[src/sv/tile_animation_frame_resolver_assert.svh]
// ---------------------------------------------------------------------------
// tile animation frame resolver assertion macros
// concurrent assertion wrappers, compiled out when NO_ASSERTIONS is set
// ---------------------------------------------------------------------------
`ifndef TILE_ANIMATION_FRAME_RESOLVER_ASSERT_SVH
`define TILE_ANIMATION_FRAME_RESOLVER_ASSERT_SVH
`ifndef NO_ASSERTIONS
// checked outside reset only
`define TAFR_ASSERT(lbl, prop, msg) \
  lbl: assert property (@(posedge clk_i) disable iff (!rst_ni) (prop)) else $error(msg);
// checked at every edge, reset included
`define TAFR_ASSERT_ALWAYS(lbl, prop, msg) \
  lbl: assert property (@(posedge clk_i) (prop)) else $error(msg);
`else
`define TAFR_ASSERT(lbl, prop, msg)
`define TAFR_ASSERT_ALWAYS(lbl, prop, msg)
`endif
`endif

[src/sv/tafr_pkg.sv]
// ---------------------------------------------------------------------------
// tafr_pkg
// shared sizes, command codes and queue item type of the frame resolver
// ---------------------------------------------------------------------------
`default_nettype none

package tafr_pkg;

  localparam int ANIM_ENTRIES = 64;
  localparam int FRAME_SLOTS  = 256;

  localparam int EntryAw = (ANIM_ENTRIES > 1) ? $clog2(ANIM_ENTRIES) : 1;
  localparam int FrameAw = (FRAME_SLOTS > 1) ? $clog2(FRAME_SLOTS) : 1;
  localparam int EntryCw = $clog2(ANIM_ENTRIES + 1);

  typedef enum logic [1:0] {
    CMD_WR_ENTRY = 2'd0,
    CMD_WR_FRAME = 2'd1,
    CMD_RESOLVE  = 2'd2,
    CMD_UNUSED   = 2'd3
  } cmd_e;

  typedef struct packed {
    cmd_e        kind;
    logic [7:0]  slot;
    logic [15:0] tile_id;
    logic        entry_valid;
    logic [7:0]  first_frame;
    logic [8:0]  frame_total;
    logic [23:0] cycle_length_ms;
    logic [15:0] frame_length_ms;
    logic [31:0] time_ms;
  } item_t;

  // queue head as seen by the back end
  typedef struct packed {
    logic  valid;
    item_t item;
  } q_head_t;

endpackage

`default_nettype wire

[src/sv/tafr_front.sv]
// ---------------------------------------------------------------------------
// tafr_front
// accepts transactions, drops the ones with no effect, queues the rest
// ---------------------------------------------------------------------------
`default_nettype none

module tafr_front import tafr_pkg::*; (
  input  wire logic          clk_i,
  input  wire logic          rst_ni,
  input  wire logic          s_valid_i,
  output logic               s_ready_o,
  input  wire item_t         item_i,
  output q_head_t            head_o,
  input  wire logic          pop_i,
  output logic [1:0]         level_o
);

  item_t      q_mem [2];
  logic       wr_ptr_q, wr_ptr_d, rd_ptr_q, rd_ptr_d;
  logic [1:0] level_q, level_d;
  logic       keep, push;

  // classify: unused command and out-of-range slots change nothing
  always_comb begin
    unique case (item_i.kind)
      CMD_WR_ENTRY: keep = (32'(item_i.slot) < 32'(ANIM_ENTRIES));
      CMD_WR_FRAME: keep = (32'(item_i.slot) < 32'(FRAME_SLOTS));
      CMD_RESOLVE:  keep = 1'b1;
      default:      keep = 1'b0;
    endcase
  end

  assign s_ready_o = (level_q != 2'd2);
  assign push      = s_valid_i && s_ready_o && keep;

  // pointer and fill level
  always_comb begin
    wr_ptr_d = push ? ~wr_ptr_q : wr_ptr_q;
    rd_ptr_d = pop_i ? ~rd_ptr_q : rd_ptr_q;
    level_d  = level_q + 2'(push) - 2'(pop_i);
  end

  always_ff @(posedge clk_i or negedge rst_ni) begin
    if (!rst_ni) begin
      wr_ptr_q <= 1'b0;
      rd_ptr_q <= 1'b0;
      level_q  <= 2'd0;
    end else begin
      wr_ptr_q <= wr_ptr_d;
      rd_ptr_q <= rd_ptr_d;
      level_q  <= level_d;
    end
  end

  // queue storage
  always_ff @(posedge clk_i) begin
    if (push) begin
      q_mem[wr_ptr_q] <= item_i;
    end
  end

  assign head_o.valid = (level_q != 2'd0);
  assign head_o.item  = q_mem[rd_ptr_q];
  assign level_o      = level_q;

endmodule

`default_nettype wire

[config.mk]
export PLATFORM = sky130hd
export DESIGN_NAME = tafr_front
export DESIGN_NICKNAME = d
export VERILOG_FILES = /design/src/sv/tile_animation_frame_resolver_assert.svh /design/src/sv/tafr_pkg.sv /design/src/sv/tafr_front.sv
export SDC_FILE = /design/constraint.sdc
export NUM_CORES = 1
export LEC_CHECK = 0
export ABC_CLOCK_PERIOD_IN_PS = 7900
export BUFFER_PORTS_ARGS = -buffer_cell sky130_fd_sc_hd__buf_2
export CORE_ASPECT_RATIO = 1.25
export CORE_MARGIN = 5
export CORE_UTILIZATION = 52
export DETAILED_ROUTE_END_ITERATION = 6
export PLACE_DENSITY_LB_ADDON = 0.2
export SYNTH_ARGS = -nofsm -noshare
export SYNTH_HDL_FRONTEND = slang
export SYNTH_SLANG_ARGS = --single-unit
[constraint.sdc]
create_clock -name clk_i -period 7.9 [get_ports clk_i]
set_input_delay 0 -clock clk_i [delete_from_list [all_inputs] [get_ports clk_i]]
set_output_delay 0 -clock clk_i [all_outputs]
set_load 0.02 [all_outputs]
==> out/metrics.cfg, run 1 <==
[placed_design]
gp_congestion=0.734
dp_hpwl_um=10900
dp.cells=835
io_buffers=239

[sta]
max_freq_ghz=0.333
fin_tns_setup_ps=0
rsz0062_at_grt=false
post-route-period-util=0.380
worstMarginPinSlew_ps=950
setup_viol=0
maxSlewHeadroom=0.366
fin_crit_ps=3000
drv_slew=0
hold_viol_final=0
skew_ps=7.65

[clock_tree]
clk_pin_slew_worst_paths_ps=60
cts_num_sinks=236
post-cts-setup-buffer-count=0
clock_latency_ps=490
htreeDepth=1
cts_tree=done
cts-buffers-inserted=23
clockRootBuffer=clkbuf_16
clock_tree.buffer_depth=3

[power_and_ir_drop]
intPower_mw=2.67
vdd_drop_max_mv=0.207
swShare=0.297
pwr-share-seq=0.430
power_switching_mw=1.12
power.leakage_nw=4.63
combPwrFrac=0.292
pwr_density_cell_nw_per_um2=314
clkPwrFrac=0.278

[run_status]
status=finished, final reports clean

[detailed_routing]
viasPerCell=4.85
wire_per_inst_um=17.6
drc=0
wl_um=17500
antenna_left=0
drt-initial-drc-count=243
vias=4816
drtPass1Iterations=4

[worst_setup_path]
worstSetupEndpointType=primary output
cpPeakStageDelay_ps=950
path_class=reg2out
critPathRequiredTime_ps=7900
worstPathArrival_ps=3000
start_kind=register
cp_slowest_cell=dfrtp_4
crit_path_max_fanout=68
cp_cell_sequence=buf_4, mux2_2, buf_2

[finish]
final_cells=994
synthToLayoutAreaGrowth_pct=38.4
drive_gt1_frac=0.508
fill_cells=1041
utilization=0.725
nNetsFinal=883
antennaDiodeCount=0

[grt]
grt_max_degree=69
grt_pass1_vias=5268
overflow=0
grt_pass1_wl_um=26900
antenna_found_initial=0
grt_usage=0.173

[synthesis]
yosys_warnings=0
synth_area_um2=8720
synth.area.top_cells=edfxtp_1 (80%), mux2_2 (11%), mux2_4 (5.2%)
syn_inst=384
synth_cell_type_count=15
syn_nets=508
synth_area_leader_cell=edfxtp_1
ys_seq_elements=236
syn_avg_cell_area_um2=22.7
synth.top_cell.area_share=0.799
ys_seq_area_frac=0.810

[die]
die_h_um=155
io_pins=240
fp.dieW_um=126
initial_core_util=0.524
die_area_um2=19500
core-area_um2=16600
rows=53

[flow_run]
max_cap_violations=0

[min_path]
hold_path_class=in2reg

flip-flops by register name (all words and copies together), names as in the netlist:
signal,flops
rd_ptr_q,1
level_o,2
wr_ptr_q,1
q_mem,232
cell families after synthesis:
kind of cell               count (synthesis)  synth area share
muxes                                    116             0.163
adders and majority gates                  4           0.00574
xor gates and xnor gates                   4           0.00402
DFF                                      236             0.810
and+or+nand+nor                            5           0.00316
buffers and inverters                     18            0.0132
AOI/OAI and AO/OA                          1           0.00100
cells in the mapped netlist:
cell	number
edfxtp_1	232
mux2_2	86
mux2_4	30
buf_2	8
buf_6	5
inv_1	5
dfrtp_1	4
ha_1	4
xnor2_1	3
nor2_1	2
nand2b_1	1
nor3b_1	1
o2111ai_1	1
or2_2	1
xor2_1	1
area by class of cell:
cell class | count | area [um2] | share of cell area
Sequential cell | 236 | 7070 | 0.586
Timing Repair Buffer | 363 | 2420 | 0.201
Multi-Input combinational cell | 130 | 1560 | 0.129
Clock buffer | 30 | 602 | 0.0498
Tap cell | 220 | 275 | 0.0228
Clock inverter | 10 | 129 | 0.0107
Inverter | 5 | 18.8 | 0.00155
power groups by stage:
stage | Combinational [mW] | Clock, mW | Sequential, mW
floorplan | 0.813 | 0 | 1.62
global placement | 1.06 | 0 | 1.65
detailed placement | 1.07 | 0 | 1.66
CTS | 1.12 | 1.09 | 1.63
global route | 1.18 | 1.14 | 1.65
finish | 1.11 | 1.05 | 1.63
final timing paths:
kind	start	to	slack, ps	depth (start not counted)
setup / recovery	rd_ptr_q$_DFFE_PN0P_	head_o[46]	4900	3
hold / removal	s_valid_i	wr_ptr_q$_DFFE_PN0P_	20	3
setup reg to reg	level_o[0]$_DFF_PN0_	q_mem[0][102]$_DFFE_PP_	5660	4
hold reg to reg	level_o[1]$_DFF_PN0_	level_o[1]$_DFF_PN0_	520	1
max in group asynchronous	rst_ni	rd_ptr_q$_DFFE_PN0P_	7300	3
min in group asynchronous	rst_ni	rd_ptr_q$_DFFE_PN0P_	410	3
critical path, delay by kind of cell (launching register included):
kind | cells | cell delay, ps
muxes | 1 | 430
DFF | 1 | 950
buffers and inverters | 2 | 1010
stage by stage:
step / hold WS (ps) / setup WS [ps] / power (mW) / area (um2)
6_report: 20.4 / 4900 / 3.79 / 12100
5_1_grt: 51.2 / 4770 / 3.97 / 12100
4_1_cts: 5.67 / 4870 / 3.84 / 12100
2_1_floorplan: -296 / 1450 / 2.43 / 8720
3_3_place_gp: -191 / 5430 / 2.71 / 10200
3_5_place_dp: -191 / 5410 / 2.73 / 10200
timing repair:
item                                   4_1_cts  5_1_grt
endpoints found under the hold margin      238        0
hold buffers                               119        0
gates resized for setup                      0        0
layout by cell type, fill, tap and decap left out, drive strengths merged:
cell type      n
ha             4
dlygate4sd3  119
o2111ai        1
xnor2          3
dfrtp          4
buf          244
clkinvlp       1
nor3b          1
mux2         116
clkbuf        30
inv            6
bufinv         3
edfxtp       232
clkinv         5
xor2           1
or2            1
nor2           2
nand2b         1
per-layer routing:
layer / share of wire / routed length [um] / vias to the layer above / track usage
met3: 0.084 / 1470 / 39 / 0.0532
met5: 0 / 0 / - / 0
li1: - / - / 2270 / -
met2: 0.52 / 9070 / 191 / 0.309
met1: 0.37 / 6420 / 2316 / 0.197
met4: 0.028 / 491 / 0 / 0.0603
Note: power is estimated with default switching activity, not from simulation.
==> run 2, diff against run 1 <==
--- a/config.mk
+++ b/config.mk
@@ -5,11 +5,11 @@
 export SDC_FILE = /design/constraint.sdc
 export NUM_CORES = 1
 export LEC_CHECK = 0
-export ABC_CLOCK_PERIOD_IN_PS = 7900
+export ABC_CLOCK_PERIOD_IN_PS = 2700
 export BUFFER_PORTS_ARGS = -buffer_cell sky130_fd_sc_hd__buf_2
 export CORE_ASPECT_RATIO = 1.25
 export CORE_MARGIN = 5
-export CORE_UTILIZATION = 52
+export CORE_UTILIZATION = 47
 export DETAILED_ROUTE_END_ITERATION = 6
 export PLACE_DENSITY_LB_ADDON = 0.2
 export SYNTH_ARGS = -nofsm -noshare
==> constraint.sdc (replaced) <==
create_clock -name clk_i -period 2.7 [get_ports clk_i]
set_input_delay 0 -clock clk_i [delete_from_list [all_inputs] [get_ports clk_i]]
set_output_delay 0 -clock clk_i [all_outputs]
set_load 0.02 [all_outputs]
==> run 2 against run 1 <==
Register-to-register slack lost 4800 ps. Critical path depth is the same. Clock power grew to 2.9 times the previous value. Critical endpoint is now head_o[22]. Sequential cell count is the same. Utilization shrank 5.2 points. Combinational power grew to 3.1 times the previous value. Die area grew 9.9%. Non-clock buffer count grew 6. Hold slack gained 210 ps. First-iteration DRC count shrank 20%. Clock-buffer cell count grew 1. Worst setup slack lost 4400 ps.
==> out/metrics.cfg, run 2 (synthesis results as in run 1) <==
[sta]
post-route-period-util=0.817
setup_viol=0
maxSlewHeadroom=0.619
max_freq_ghz=0.453
fin_crit_ps=2210
rsz0062_at_grt=false
hold_viol_final=0
skew_ps=6.33
drv_slew=0
worstMarginPinSlew_ps=571

[placed_design]
dp_hpwl_um=11700
io_buffers=239
gp_congestion=0.727
placed_cell_area_um2=10300

[detailed_routing]
drc=0
vias=4863
drtPass1Iterations=4
antenna_left=0
wire_per_inst_um=18.0
drt-initial-drc-count=194
wl_um=18100
viasPerCell=4.82

[clock_tree]
clockRootBuffer=clkbuf_16
clk_pin_slew_worst_paths_ps=60
cts_num_sinks=236
cts_tree=done
clock_latency_ps=490
clock_tree.buffer_depth=3
htreeDepth=1
cts-buffers-inserted=23

[die]
fp.dieW_um=132
die_h_um=162
core-area_um2=18200
die_area_um2=21400
initial_core_util=0.480
io_pins=240
rows=55

[min_path]
hold_path_class=in2reg
hold_depth=2
hold_start=item_i[28]

[finish]
nNetsFinal=889
stdcell_area_um2=12200
utilization=0.673
seq_area_um2=7070
mostFrequentLayoutCells=buf_2 (239), edfxtp_1 (232), dlygate4sd3_1 (120)
drive_gt1_frac=0.520
multi_input_area_um2=1580
synthToLayoutAreaGrowth_pct=40.2
regMostFlops=q_mem
final_common_cell=buf_2
fill_cells=1227
largest_reg_flops=232

[power_and_ir_drop]
intPower_mw=7.87
vdd_drop_max_mv=0.590
pwr-share-seq=0.421
pwr_density_cell_nw_per_um2=915
clkPwrFrac=0.274
swShare=0.296
power.leakage_nw=4.69
total_power_mw=11.2
power_switching_mw=3.31
combPwrFrac=0.305

[grt]
grt_pass1_vias=5428
overflow=0
antenna_found_initial=2
grt_pass1_wl_um=28000
grt_usage=0.164
grt_max_degree=93

[run_status]
status=finished, final reports clean

[worst_setup_path]
worstSetupEndpointType=primary output
ff2ff_setup_slack_ps=850
crit_start=rd_ptr_q$_DFFE_PN0P_
worstPathArrival_ps=2210
critPathRequiredTime_ps=2700
start_kind=register
r2r-start=level_o[1]$_DFF_PN0_
crit_path_max_fanout=48
path_class=reg2out
rr_worst_depth=4

[flow_run]
max_cap_violations=0

-- run 2: cell count changes in the layout (fill, tap and decap cells not counted), moves of 2 or more --
cell,delta
clkbuf_1,-3
clkbuf_8,+4
dfrtp_1,-2
buf_12,+5
clkinv_2,+2
dfrtp_2,+2
-- run 2: final timing paths --
path | to
setup / recovery | head_o[22]
hold / removal | q_mem[1][28]$_DFFE_PP_
setup reg to reg | q_mem[0][89]$_DFFE_PP_
hold reg to reg | level_o[1]$_DFF_PN0_
max in group asynchronous | rd_ptr_q$_DFFE_PN0P_
min in group asynchronous | rd_ptr_q$_DFFE_PN0P_
-- run 2: metrics by stage --
| step | std cells | worst slack, ps | TNS, ps | hold WS [ps] |
|---|---|---|---|---|
| 3_3_place_gp | 848 | 688 | 0 | -192 |
| 3_5_place_dp | 848 | 669 | 0 | -188 |
| 5_1_grt | 1008 | 417 | 0 | 222 |
| 6_report | 1008 | 493 | 0 | 233 |
| 4_1_cts | 1007 | 451 | 0 | 210 |
| 2_1_floorplan | 384 | -278 | -61830 | -296 |
-- run 2: timing repair --
action | CTS | global route
buffers inserted | 0 | 0
hold buffers | 120 | 0
gates resized for setup | 0 | 0
hold endpoints to repair | 238 | 0
-- run 2: critical path, stage by stage (launching register included) --
cell     delay, ps
dfrtp_4        780
buf_12         340
mux2_2         390
buf_2          160
-- run 2: final cells by class --
cell class                 count  share of cell area
multi-input combinational    130               0.129
clock inverter                 8             0.00706
sequential                   236               0.578
inverter                       5             0.00154
tap                          228              0.0233
clock buffer                  31              0.0528
antenna                        1            0.000205
timing repair buffer         369               0.207
-- run 2: metal layers --
layer / part of all wire / GRT usage / up-vias / wire length [um]
li1: - / - / 2289 / -
met1: 0.35 / 0.177 / 2371 / 6420
met2: 0.56 / 0.313 / 174 / 10100
met3: 0.067 / 0.0412 / 27 / 1220
met4: 0.021 / 0.0500 / 2 / 385
met5: 0.00072 / 0 / - / 13
-- run 2: power groups by stage --
stage                     registers [mW]  logic (mW)  clock network, mW
after CTS                           4.71        3.48               3.15
after detailed placement            4.79        3.33                  0
after floorplan                     4.68        2.41                  0
after global routing                4.75        3.63               3.28
final                               4.71        3.41               3.06
after global placement              4.77        3.30                  0
